**config.mk**
```make
export PLATFORM = sky130hd
export DESIGN_NAME = lfu_cache_policy
export DESIGN_NICKNAME = d
export VERILOG_FILES = /design/src/rtl/lfu_pkg.sv /design/src/rtl/lfu_ram.sv /design/src/rtl/lfu_cache_policy.sv
export VERILOG_INCLUDE_DIRS = /design/src /design/src/rtl
export SDC_FILE = /design/constraint.sdc
export NUM_CORES = 2
export LEC_CHECK = 0
export BUFFER_PORTS_ARGS = -buffer_cell sky130_fd_sc_hd__buf_2
export CAP_MARGIN = 40
export CORE_ASPECT_RATIO = 1.25
export CORE_MARGIN = 1
export CORE_UTILIZATION = 45
export CTS_CLUSTER_SIZE = 12
export DETAILED_ROUTE_END_ITERATION = 8
export PLACE_DENSITY = 0.69
export SYNTH_ARGS = -nofsm -noshare
export SYNTH_HDL_FRONTEND = slang
export SYNTH_SLANG_ARGS = --single-unit
```
**constraint.sdc**
```tcl
create_clock -name clk -period 9.44 [get_ports clk]
set_input_delay 1.888 -clock clk [delete_from_list [all_inputs] [get_ports clk]]
set_output_delay 1.888 -clock clk [all_outputs]
set_load 0.01 [all_outputs]
```
**src/rtl/lfu_cache_policy_defines.svh**
```systemverilog
// Assertion macros for the LFU cache policy block.
// Each macro is empty when SYNTHESIS is defined.
`ifndef LFU_CACHE_POLICY_DEFINES_SVH
`define LFU_CACHE_POLICY_DEFINES_SVH

`ifndef SYNTHESIS

// Same-cycle implication: cons must hold whenever ante holds.
`define LFU_ASSERT_SAME(lbl, clk, rst_n, ante, cons, msg) \
    lbl: assert property (@(posedge clk) disable iff (!rst_n) (ante) |-> (cons)) \
        else $error(msg);

// Next-cycle implication: cons must hold in the cycle after ante.
`define LFU_ASSERT_NEXT(lbl, clk, rst_n, ante, cons, msg) \
    lbl: assert property (@(posedge clk) disable iff (!rst_n) (ante) |=> (cons)) \
        else $error(msg);

`else

`define LFU_ASSERT_SAME(lbl, clk, rst_n, ante, cons, msg)
`define LFU_ASSERT_NEXT(lbl, clk, rst_n, ante, cons, msg)

`endif

`endif

```
**src/rtl/lfu_pkg.sv**
```systemverilog
package lfu_pkg;

    // Fixed field widths
    localparam int KEY_W   = 32;
    localparam int VALUE_W = 32;
    localparam int DATA_W  = 32;
    localparam int CAP_W   = 5;

    // Defaults for the top-level parameters
    localparam int ENTRIES_DEF    = 16;
    localparam int COUNT_BITS_DEF = 16;

    // Operation codes
    localparam logic FUNC_GET = 1'b0;
    localparam logic FUNC_PUT = 1'b1;

    // Register file: one 32-bit register per word, paddr[2] is the word index
    localparam int PADDR_W   = 3;
    localparam int REG_IDX_W = PADDR_W - 2;
    localparam logic [REG_IDX_W-1:0] REG_CAPACITY = '0;

    localparam logic [CAP_W-1:0] CAPACITY_RESET = 5'd16;

endpackage

```
**src/rtl/lfu_ram.sv**
```systemverilog
module lfu_ram #(
    parameter int WIDTH = 8,
    parameter int DEPTH = 16,
    localparam int AW   = (DEPTH > 1) ? $clog2(DEPTH) : 1
) (
    input  logic             clk,
    input  logic             we,
    input  logic [AW-1:0]    waddr,
    input  logic [WIDTH-1:0] wdata,
    input  logic [AW-1:0]    raddr,
    output logic [WIDTH-1:0] rdata
);

    logic [WIDTH-1:0] mem_reg [DEPTH];
    logic [WIDTH-1:0] rdata_reg;

    always_ff @(posedge clk)
    begin
        if (we)
        begin
            mem_reg[waddr] <= wdata;
        end
        rdata_reg <= mem_reg[raddr];
    end

    assign rdata = rdata_reg;

endmodule

```
**src/rtl/lfu_cache_policy.sv**
```systemverilog
// lfu_cache_policy: key-value store with LFU replacement, LRU on count ties.
// Every transaction takes one RAM sweep to match and pick a victim; a hit or
// an eviction adds a second sweep to rerank the entries.
// Requests are taken one at a time, only in idle after the last result is posted.
// Reset (rst_n, async, active low) clears valid bits, occupancy and control.
`include "lfu_cache_policy_defines.svh"

module lfu_cache_policy
    import lfu_pkg::*;
#(
    parameter int ENTRIES    = ENTRIES_DEF,
    parameter int COUNT_BITS = COUNT_BITS_DEF
) (
    input  logic               clk,
    input  logic               rst_n,

    // Request channel
    input  logic               in_valid,
    output logic               in_ready,
    input  logic               func,
    input  logic [KEY_W-1:0]   key,
    input  logic [VALUE_W-1:0] value,

    // Result channel
    output logic               out_valid,
    input  logic               out_ready,
    output logic               hit,
    output logic [VALUE_W-1:0] read_value,
    output logic               evicted,
    output logic [KEY_W-1:0]   evicted_key,

    // Configuration port
    input  logic               psel,
    input  logic               penable,
    input  logic               pwrite,
    input  logic [PADDR_W-1:0] paddr,
    input  logic [DATA_W-1:0]  pwdata,
    output logic [DATA_W-1:0]  prdata,
    output logic               pready
);

    // capacity reset also restores 16; the entry RAM itself is never cleared.
    // A hit or an eviction takes a second sweep to rerank the entries.

    localparam int IDX_W  = (ENTRIES > 1) ? $clog2(ENTRIES) : 1;
    localparam int CNT_W  = $clog2(ENTRIES + 1);
    localparam int RANK_W = IDX_W;
    localparam int CMP_W  = (CNT_W > CAP_W) ? CNT_W : CAP_W;

    // Entry word layout: {key, value, use count, recency rank}
    localparam int RANK_LSB = 0;
    localparam int CNT_LSB  = RANK_LSB + RANK_W;
    localparam int VAL_LSB  = CNT_LSB + COUNT_BITS;
    localparam int KEY_LSB  = VAL_LSB + VALUE_W;
    localparam int WORD_W   = KEY_LSB + KEY_W;

    localparam logic [CNT_W-1:0]      ENTRIES_C = CNT_W'(ENTRIES);
    localparam logic [IDX_W-1:0]      LAST_IDX  = IDX_W'(ENTRIES - 1);
    localparam logic [COUNT_BITS-1:0] COUNT_MAX = {COUNT_BITS{1'b1}};
    localparam logic [COUNT_BITS-1:0] COUNT_ONE = COUNT_BITS'(1);

    // Sequencer: accept, sweep to match/select, decide, sweep to rerank, post
    typedef enum logic [4:0] {
        S_IDLE   = 5'b00001,
        S_SCAN   = 5'b00010,
        S_DECIDE = 5'b00100,
        S_FIX    = 5'b01000,
        S_DONE   = 5'b10000
    } state_t;

    state_t state_reg, state_next;

    // Control state (reset)
    logic               out_valid_reg, out_valid_next;
    logic [ENTRIES-1:0] valid_reg, valid_next;
    logic [CNT_W-1:0]   occ_reg, occ_next;
    logic [CAP_W-1:0]   capacity_reg, capacity_next;
    logic [CNT_W-1:0]   rd_ptr_reg, rd_ptr_next;
    logic               pipe_vld_reg, pipe_vld_next;
    logic               found_reg, found_next;
    logic               free_have_reg, free_have_next;
    logic               vic_have_reg, vic_have_next;

    // Datapath state (no reset)
    logic                  req_func_reg, req_func_next;
    logic [KEY_W-1:0]      req_key_reg, req_key_next;
    logic [VALUE_W-1:0]    req_value_reg, req_value_next;
    logic [IDX_W-1:0]      pipe_idx_reg, pipe_idx_next;
    logic [IDX_W-1:0]      slot_idx_reg, slot_idx_next;
    logic [COUNT_BITS-1:0] slot_cnt_reg, slot_cnt_next;
    logic [RANK_W-1:0]     slot_rank_reg, slot_rank_next;
    logic [VALUE_W-1:0]    slot_value_reg, slot_value_next;
    logic [IDX_W-1:0]      free_idx_reg, free_idx_next;
    logic [IDX_W-1:0]      vic_idx_reg, vic_idx_next;
    logic [COUNT_BITS-1:0] vic_cnt_reg, vic_cnt_next;
    logic [RANK_W-1:0]     vic_rank_reg, vic_rank_next;
    logic [KEY_W-1:0]      vic_key_reg, vic_key_next;
    logic [IDX_W-1:0]      tgt_idx_reg, tgt_idx_next;
    logic [RANK_W-1:0]     base_rank_reg, base_rank_next;
    logic [WORD_W-1:0]     new_word_reg, new_word_next;
    logic                  res_hit_reg, res_hit_next;
    logic [VALUE_W-1:0]    res_rd_reg, res_rd_next;
    logic                  res_ev_reg, res_ev_next;
    logic [KEY_W-1:0]      res_evk_reg, res_evk_next;
    logic                  hit_reg, hit_next;
    logic [VALUE_W-1:0]    read_value_reg, read_value_next;
    logic                  evicted_reg, evicted_next;
    logic [KEY_W-1:0]      evicted_key_reg, evicted_key_next;

    // Entry RAM
    logic              ram_we;
    logic [IDX_W-1:0]  ram_waddr;
    logic [WORD_W-1:0] ram_wdata;
    logic [IDX_W-1:0]  ram_raddr;
    logic [WORD_W-1:0] ram_rdata;

    // Fields of the entry that arrives from the RAM this cycle
    logic [KEY_W-1:0]      rd_key;
    logic [VALUE_W-1:0]    rd_value;
    logic [COUNT_BITS-1:0] rd_cnt;
    logic [RANK_W-1:0]     rd_rank;
    logic                  ent_valid;
    logic                  rd_issue;
    logic                  pipe_last;

    // Decision helpers
    logic                  is_put;
    logic                  room;
    logic [CNT_W-1:0]      occ_dec;
    logic [RANK_W-1:0]     top_rank;
    logic [COUNT_BITS-1:0] cnt_inc;
    logic                  cfg_wr;

    lfu_ram #(
        .WIDTH (WORD_W),
        .DEPTH (ENTRIES)
    ) u_ram (
        .clk   (clk),
        .we    (ram_we),
        .waddr (ram_waddr),
        .wdata (ram_wdata),
        .raddr (ram_raddr),
        .rdata (ram_rdata)
    );

    assign rd_key    = ram_rdata[KEY_LSB +: KEY_W];
    assign rd_value  = ram_rdata[VAL_LSB +: VALUE_W];
    assign rd_cnt    = ram_rdata[CNT_LSB +: COUNT_BITS];
    assign rd_rank   = ram_rdata[RANK_LSB +: RANK_W];
    assign ent_valid = valid_reg[pipe_idx_reg];

    // Read address walks 0..ENTRIES-1; RAM data for pipe_idx arrives in the cycle after its read
    assign ram_raddr = rd_ptr_reg[IDX_W-1:0];
    assign rd_issue  = (rd_ptr_reg < ENTRIES_C);
    assign pipe_last = pipe_vld_reg && (pipe_idx_reg == LAST_IDX);

    assign is_put   = (req_func_reg == FUNC_PUT);
    // Free slot is usable only below both the programmed capacity and ENTRIES
    assign room     = (CMP_W'(occ_reg) < CMP_W'(capacity_reg)) && (occ_reg < ENTRIES_C);
    assign occ_dec  = occ_reg - CNT_W'(1);
    assign top_rank = occ_dec[RANK_W-1:0];
    assign cnt_inc  = (slot_cnt_reg == COUNT_MAX) ? slot_cnt_reg : slot_cnt_reg + COUNT_ONE;

    assign cfg_wr = psel && penable && pwrite;

    always_comb
    begin
        state_next       = state_reg;
        out_valid_next   = out_valid_reg;
        valid_next       = valid_reg;
        occ_next         = occ_reg;
        capacity_next    = capacity_reg;
        rd_ptr_next      = rd_ptr_reg;
        pipe_vld_next    = pipe_vld_reg;
        found_next       = found_reg;
        free_have_next   = free_have_reg;
        vic_have_next    = vic_have_reg;
        req_func_next    = req_func_reg;
        req_key_next     = req_key_reg;
        req_value_next   = req_value_reg;
        pipe_idx_next    = pipe_idx_reg;
        slot_idx_next    = slot_idx_reg;
        slot_cnt_next    = slot_cnt_reg;
        slot_rank_next   = slot_rank_reg;
        slot_value_next  = slot_value_reg;
        free_idx_next    = free_idx_reg;
        vic_idx_next     = vic_idx_reg;
        vic_cnt_next     = vic_cnt_reg;
        vic_rank_next    = vic_rank_reg;
        vic_key_next     = vic_key_reg;
        tgt_idx_next     = tgt_idx_reg;
        base_rank_next   = base_rank_reg;
        new_word_next    = new_word_reg;
        res_hit_next     = res_hit_reg;
        res_rd_next      = res_rd_reg;
        res_ev_next      = res_ev_reg;
        res_evk_next     = res_evk_reg;
        hit_next         = hit_reg;
        read_value_next  = read_value_reg;
        evicted_next     = evicted_reg;
        evicted_key_next = evicted_key_reg;

        ram_we    = 1'b0;
        ram_waddr = pipe_idx_reg;
        ram_wdata = new_word_reg;

        // Drop the posted result once the consumer takes it
        if (out_valid_reg && out_ready)
        begin
            out_valid_next = 1'b0;
        end

        // Capacity write; the user must use the port only while the block is idle (not enforced)
        if (cfg_wr && (paddr[PADDR_W-1:2] == REG_CAPACITY))
        begin
            capacity_next = pwdata[CAP_W-1:0];
        end

        // Shared read stream for both sweeps
        if (state_reg == S_SCAN || state_reg == S_FIX)
        begin
            if (rd_issue)
            begin
                rd_ptr_next   = rd_ptr_reg + CNT_W'(1);
                pipe_vld_next = 1'b1;
                pipe_idx_next = rd_ptr_reg[IDX_W-1:0];
            end
            else
            begin
                pipe_vld_next = 1'b0;
            end
        end

        unique case (state_reg)
            S_IDLE:
            begin
                if (in_valid)
                begin
                    req_func_next  = func;
                    req_key_next   = key;
                    req_value_next = value;
                    rd_ptr_next    = '0;
                    pipe_vld_next  = 1'b0;
                    found_next     = 1'b0;
                    free_have_next = 1'b0;
                    vic_have_next  = 1'b0;
                    state_next     = S_SCAN;
                end
            end

            S_SCAN:
            begin
                if (pipe_vld_reg)
                begin
                    // Key match
                    if (ent_valid && (rd_key == req_key_reg) && !found_reg)
                    begin
                        found_next      = 1'b1;
                        slot_idx_next   = pipe_idx_reg;
                        slot_cnt_next   = rd_cnt;
                        slot_rank_next  = rd_rank;
                        slot_value_next = rd_value;
                    end
                    // First free slot
                    if (!ent_valid && !free_have_reg)
                    begin
                        free_have_next = 1'b1;
                        free_idx_next  = pipe_idx_reg;
                    end
                    // Victim: lowest count, then lowest rank (least recent)
                    if (ent_valid && (!vic_have_reg || (rd_cnt < vic_cnt_reg) ||
                        ((rd_cnt == vic_cnt_reg) && (rd_rank < vic_rank_reg))))
                    begin
                        vic_have_next = 1'b1;
                        vic_idx_next  = pipe_idx_reg;
                        vic_cnt_next  = rd_cnt;
                        vic_rank_next = rd_rank;
                        vic_key_next  = rd_key;
                    end
                    if (pipe_last)
                    begin
                        state_next = S_DECIDE;
                    end
                end
            end

            S_DECIDE:
            begin
                res_hit_next  = 1'b0;
                res_rd_next   = '0;
                res_ev_next   = 1'b0;
                res_evk_next  = '0;
                rd_ptr_next   = '0;
                pipe_vld_next = 1'b0;
                state_next    = S_DONE;

                if (!is_put)
                begin
                    if (found_reg)
                    begin
                        res_hit_next   = 1'b1;
                        res_rd_next    = slot_value_reg;
                        tgt_idx_next   = slot_idx_reg;
                        base_rank_next = slot_rank_reg;
                        new_word_next  = {req_key_reg, slot_value_reg, cnt_inc, top_rank};
                        state_next     = S_FIX;
                    end
                end
                else if (capacity_reg != '0)
                begin
                    if (found_reg)
                    begin
                        res_hit_next   = 1'b1;
                        tgt_idx_next   = slot_idx_reg;
                        base_rank_next = slot_rank_reg;
                        new_word_next  = {req_key_reg, req_value_reg, cnt_inc, top_rank};
                        state_next     = S_FIX;
                    end
                    else if (room)
                    begin
                        // Fill a free slot as the most recent entry; no rerank needed
                        ram_we     = 1'b1;
                        ram_waddr  = free_idx_reg;
                        ram_wdata  = {req_key_reg, req_value_reg, COUNT_ONE,
                                      occ_reg[RANK_W-1:0]};
                        valid_next[free_idx_reg] = 1'b1;
                        occ_next   = occ_reg + CNT_W'(1);
                    end
                    else
                    begin
                        // Reuse the victim slot in place
                        res_ev_next    = 1'b1;
                        res_evk_next   = vic_key_reg;
                        tgt_idx_next   = vic_idx_reg;
                        base_rank_next = vic_rank_reg;
                        new_word_next  = {req_key_reg, req_value_reg, COUNT_ONE, top_rank};
                        state_next     = S_FIX;
                    end
                end
            end

            S_FIX:
            begin
                if (pipe_vld_reg)
                begin
                    if (pipe_idx_reg == tgt_idx_reg)
                    begin
                        ram_we    = 1'b1;
                        ram_wdata = new_word_reg;
                    end
                    else if (ent_valid && (rd_rank > base_rank_reg))
                    begin
                        // Close the gap left by the target in the recency order
                        ram_we    = 1'b1;
                        ram_wdata = {ram_rdata[WORD_W-1:RANK_W], rd_rank - RANK_W'(1)};
                    end
                    if (pipe_last)
                    begin
                        state_next = S_DONE;
                    end
                end
            end

            S_DONE:
            begin
                // Hold until the output register is free
                if (!out_valid_reg || out_ready)
                begin
                    hit_next         = res_hit_reg;
                    read_value_next  = res_rd_reg;
                    evicted_next     = res_ev_reg;
                    evicted_key_next = res_evk_reg;
                    out_valid_next   = 1'b1;
                    state_next       = S_IDLE;
                end
            end

            default:
            begin
                state_next = S_IDLE;
            end
        endcase
    end

    always_ff @(posedge clk or negedge rst_n)
    begin
        if (!rst_n)
        begin
            state_reg     <= S_IDLE;
            out_valid_reg <= 1'b0;
            valid_reg     <= '0;
            occ_reg       <= '0;
            capacity_reg  <= CAPACITY_RESET;
            rd_ptr_reg    <= '0;
            pipe_vld_reg  <= 1'b0;
            found_reg     <= 1'b0;
            free_have_reg <= 1'b0;
            vic_have_reg  <= 1'b0;
        end
        else
        begin
            state_reg     <= state_next;
            out_valid_reg <= out_valid_next;
            valid_reg     <= valid_next;
            occ_reg       <= occ_next;
            capacity_reg  <= capacity_next;
            rd_ptr_reg    <= rd_ptr_next;
            pipe_vld_reg  <= pipe_vld_next;
            found_reg     <= found_next;
            free_have_reg <= free_have_next;
            vic_have_reg  <= vic_have_next;
        end
    end

    always_ff @(posedge clk)
    begin
        req_func_reg    <= req_func_next;
        req_key_reg     <= req_key_next;
        req_value_reg   <= req_value_next;
        pipe_idx_reg    <= pipe_idx_next;
        slot_idx_reg    <= slot_idx_next;
        slot_cnt_reg    <= slot_cnt_next;
        slot_rank_reg   <= slot_rank_next;
        slot_value_reg  <= slot_value_next;
        free_idx_reg    <= free_idx_next;
        vic_idx_reg     <= vic_idx_next;
        vic_cnt_reg     <= vic_cnt_next;
        vic_rank_reg    <= vic_rank_next;
        vic_key_reg     <= vic_key_next;
        tgt_idx_reg     <= tgt_idx_next;
        base_rank_reg   <= base_rank_next;
        new_word_reg    <= new_word_next;
        res_hit_reg     <= res_hit_next;
        res_rd_reg      <= res_rd_next;
        res_ev_reg      <= res_ev_next;
        res_evk_reg     <= res_evk_next;
        hit_reg         <= hit_next;
        read_value_reg  <= read_value_next;
        evicted_reg     <= evicted_next;
        evicted_key_reg <= evicted_key_next;
    end

    // Register read-back
    always_comb
    begin
        unique case (paddr[PADDR_W-1:2])
            REG_CAPACITY: prdata = DATA_W'(capacity_reg);
            default:      prdata = '0;
        endcase
    end

    assign pready      = 1'b1;
    assign in_ready    = (state_reg == S_IDLE);
    assign out_valid   = out_valid_reg;
    assign hit         = hit_reg;
    assign read_value  = read_value_reg;
    assign evicted     = evicted_reg;
    assign evicted_key = evicted_key_reg;

    // Occupancy counter tracks the valid bits
    `LFU_ASSERT_SAME(a_occ_matches_valid, clk, rst_n, 1'b1, occ_reg == $countones(valid_reg), "occupancy out of step with valid bits")

    // A fill during the decide step only lands in an empty slot
    `LFU_ASSERT_SAME(a_fill_free_slot, clk, rst_n, (state_reg == S_DECIDE) && ram_we, !valid_reg[ram_waddr], "fill overwrote a valid entry")

    // The rerank sweep rewrites a live entry as its target
    `LFU_ASSERT_SAME(a_fix_target_valid, clk, rst_n, (state_reg == S_FIX) && pipe_vld_reg && (pipe_idx_reg == tgt_idx_reg), valid_reg[tgt_idx_reg], "rerank target is not valid")

    // The rerank sweep runs to its last entry before posting
    `LFU_ASSERT_NEXT(a_fix_runs_out, clk, rst_n, (state_reg == S_FIX) && !pipe_last, state_reg == S_FIX, "rerank sweep left early")

endmodule
```
==> summary.txt <==
STA
  • Max-slew headroom: 29.6%
  • Tightest Pin Transition: 1.06 ns
  • Period utilisation layout: 52.0%
  • RSZ-0062 raised after global routing: false
  • F_max: 204 MHz
  • Final hold violations: 0
  • Setup Skew: 0.0358 ns
  • Sum Neg Setup Slack: 0 ns
  • Min cycle time layout: 4.91 ns
  • Slew Viols, Final: 0
  • Final setup fails: 0

Pwr
  • Power per cell area: 242 nW/um^2
  • Leakage: 25.6 nW
  • Peak supply drop: 193 uV

GRT
  • Gr usage total: 19.8%
  • Gr ovfl total: 0
  • First-pass GRT wire length: 228,000 um
  • Antenna violations before repair: 9
  • Largest net degree at the start of global routing: 164
  • Vias in the first global route: 33,900

Route
  • Routed vias: 33,200
  • Via-to-Cell Ratio: 5.78
  • DRT antenna net count: 0
  • TritonRoute pass-1 iters: 9
  • Drt initial violations: 3,357
  • Detailed-route wire length: 156,000 um
  • DRC violations left: 28
  • Avg WL per Cell: 27.1 um

Outcome
  • Failing checks: DRC
  • Outcome: finished with violations

CTS
  • TritonCTS clock tree: built
  • Total CTS buffers: 180
  • Clock buffer depth: 3
  • CTS Hold Bufs: 0
  • Root Buffer: clkbuf_16
  • Skew-Pair Late Insertion Delay: 0.81 ns
  • Clk sinks: 1,878
  • Post-CTS sizing: 0
  • H-tree lvl count: 4
  • Worst-path clk slew: 0.06 ns
  • Number of post-CTS setup repair buffers: 0

Synth
  • Most used DFF post-synth: edfxtp_1
  • Post-synth EDFFs: 1,753
  • Cell variety after synth: 62
  • Sequential area share after synthesis: 78.4%
  • Post-synth ARST share: 2.18%
  • Synth Cell Area: 70,600 um^2
  • Synth warn: 0
  • Post-synthesis register bit count: 1,878
  • Syn Area/Cell: 21.6 um^2
  • Cell count after synthesis: 3,265

Final layout
  • Area of the multi-input gates: 14,500 um^2
  • Layout cells sized above 1: 25.9%
  • Commonest non-fill, non-tap cell in the layout: edfxtp_1
  • Layout area overhead: 13.6%
  • Commonest non-fill, non-tap cells in the layout: edfxtp_1 (1,753), mux4_2 (424), clkbuf_16 (183)
  • Final Cell Area: 80,200 um^2
  • Reg area: 55,400 um^2
  • Fin util: 51.5%
  • Filler cells: 11,800
  • Largest register FFs: 1,344
  • Final net count: 3,688

Worst setup path
  • Worst Setup End Kind: flop
  • Crit path required time: 9.89 ns
  • CP max FO: 53
  • Largest stage delay on the critical path: 0.71 ns
  • CP bufs+invs: 5
  • WP data arrival: 5.36 ns
  • CP dominant cell by count: buf_4
  • CP startpoint kind: flop
  • Crit path max-delay cell type: or3_4
  • Top delay family on crit path: buffers and inverters
  • Critical-path cell list: nor3_1 -> nand3b_1 -> clkinv_2 -> o21ai_1 -> or3_4 -> and3_1 -> buf_4 -> a21oi_4 -> buf_4 -> buf_4 -> buf_16
  • Critical path type: flop to flop

Floorplan
  • Die area: 158,000 um^2
  • Initial Util: 45.3%
  • Cell row count: 162
  • Die width: 356 um
  • I/O pins: 208
  • Die Ht: 445 um
  • CORE AREA: 156,000 um^2

Placed design
  • Placed inst area: 74,700 um^2
  • Final HPWL DP: 86,500 um
  • Final Wtd Congestion: 0.801
  • Port bufs: 150

Min path
  • Hold Crit Class: flop to flop

Job
  • Max_cap viols: 0
[stage by stage]
| stage | hold WS, ns | setup slack [ns] | std cells | total power, W |
|---|---|---|---|---|
| 2_1_floorplan | 0.400 | 1.14 | 3291 | 0.0119 |
| 3_3_place_gp | 0.404 | 4.40 | 5378 | 0.0127 |
| 3_5_place_dp | 0.405 | 4.54 | 5410 | 0.0128 |
| 4_1_cts | 0.409 | 4.51 | 5742 | 0.0195 |
| 5_1_grt | 0.418 | 4.36 | 5752 | 0.0200 |
| 6_report | 0.412 | 4.53 | 5756 | 0.0194 |
[kinds of logic after synthesis]
logic type	after synthesis	share of synthesized area, %
muxes	455	14.0
and+or+nand+nor	433	3.10
xor gates and xnor gates	54	0.670
other	2	0.0106
DFF	1878	78.4
adders and majority gates	32	0.567
AOI/OAI and AO/OA	177	1.70
buffers and inverters	234	1.50
[metal layers]
layer | vias up | GRT usage (%) | share of wire (%)
met2 | 1341 | 34.0 | 52
met1 | 17700 | 26.0 | 39
met5 | - | 0 | 0
met4 | 0 | 6.18 | 2.5
met3 | 256 | 3.08 | 6.5
li1 | 13900 | - | -
[worst register-to-register path: stages (launching register included)]
cell	delay, ns
dfrtp_1	0.45
nor3_1	0.29
nand3b_1	0.23
clkinv_2	0.45
o21ai_1	0.28
or3_4	0.71
and3_1	0.31
buf_4	0.27
a21oi_4	0.17
buf_4	0.60
buf_4	0.45
buf_16	0.29
[Yosys cell counts, drive strengths merged, types with 19 or more instances]
master  count  share of area (%)
a21o       22               0.23
a21oi      27               0.19
a22oi      21               0.22
and2       69               0.61
buf        85               0.71
clkbuf     96               0.51
dfrtp      39                1.4
dfxtp      84                2.4
edfxtp   1753                 75
ha         32               0.57
inv        53               0.28
mux2       28               0.45
mux4      424                 14
nand2     118               0.63
nand3      96               0.68
nand4      24               0.21
nor2       49               0.27
nor3       19               0.14
o21ai      48               0.34
xnor2      30               0.37
xor2       24               0.30
[area by class of cell]
cell class,instances,share of cell area [%]
diodes,7,0.0218
clock buffers,314,6.46
clock inverters,18,0.340
inverters,53,0.253
multi-input cells,1179,18.1
flip-flops and latches,1878,69.0
well taps,2050,3.20
repair buffers,257,2.60
[power by group]
group          leakage [nW]  switching, W  internal, W  total [W]
Clock                  2.61       0.00294      0.00382    0.00676
Sequential             17.1      0.000337      0.00949    0.00983
Combinational          5.90       0.00137      0.00141    0.00279
Total                  25.6       0.00466       0.0147     0.0194
[final timing paths]
check	slack, ns	depth (start not counted)	from	end
min in group asynchronous	1.11	1	rst_n	rd_ptr_reg[3]$_DFF_PN0_
max reg2reg	4.53	11	state_reg[1]$_DFFE_PN0P_	u_ram.mem_reg[0][62]$_DFFE_PP_
min reg2reg	0.41	0	res_rd_reg[5]$_SDFFCE_PP0P_	read_value[5]$_DFFE_PP_
max	4.53	11	state_reg[1]$_DFFE_PN0P_	u_ram.mem_reg[0][62]$_DFFE_PP_
max in group asynchronous	7.70	2	rst_n	state_reg[0]$_DFFE_PN1P_
min	0.41	0	res_rd_reg[5]$_SDFFCE_PP0P_	read_value[5]$_DFFE_PP_
No activity file was read; power rests on OpenSTA's default activity.
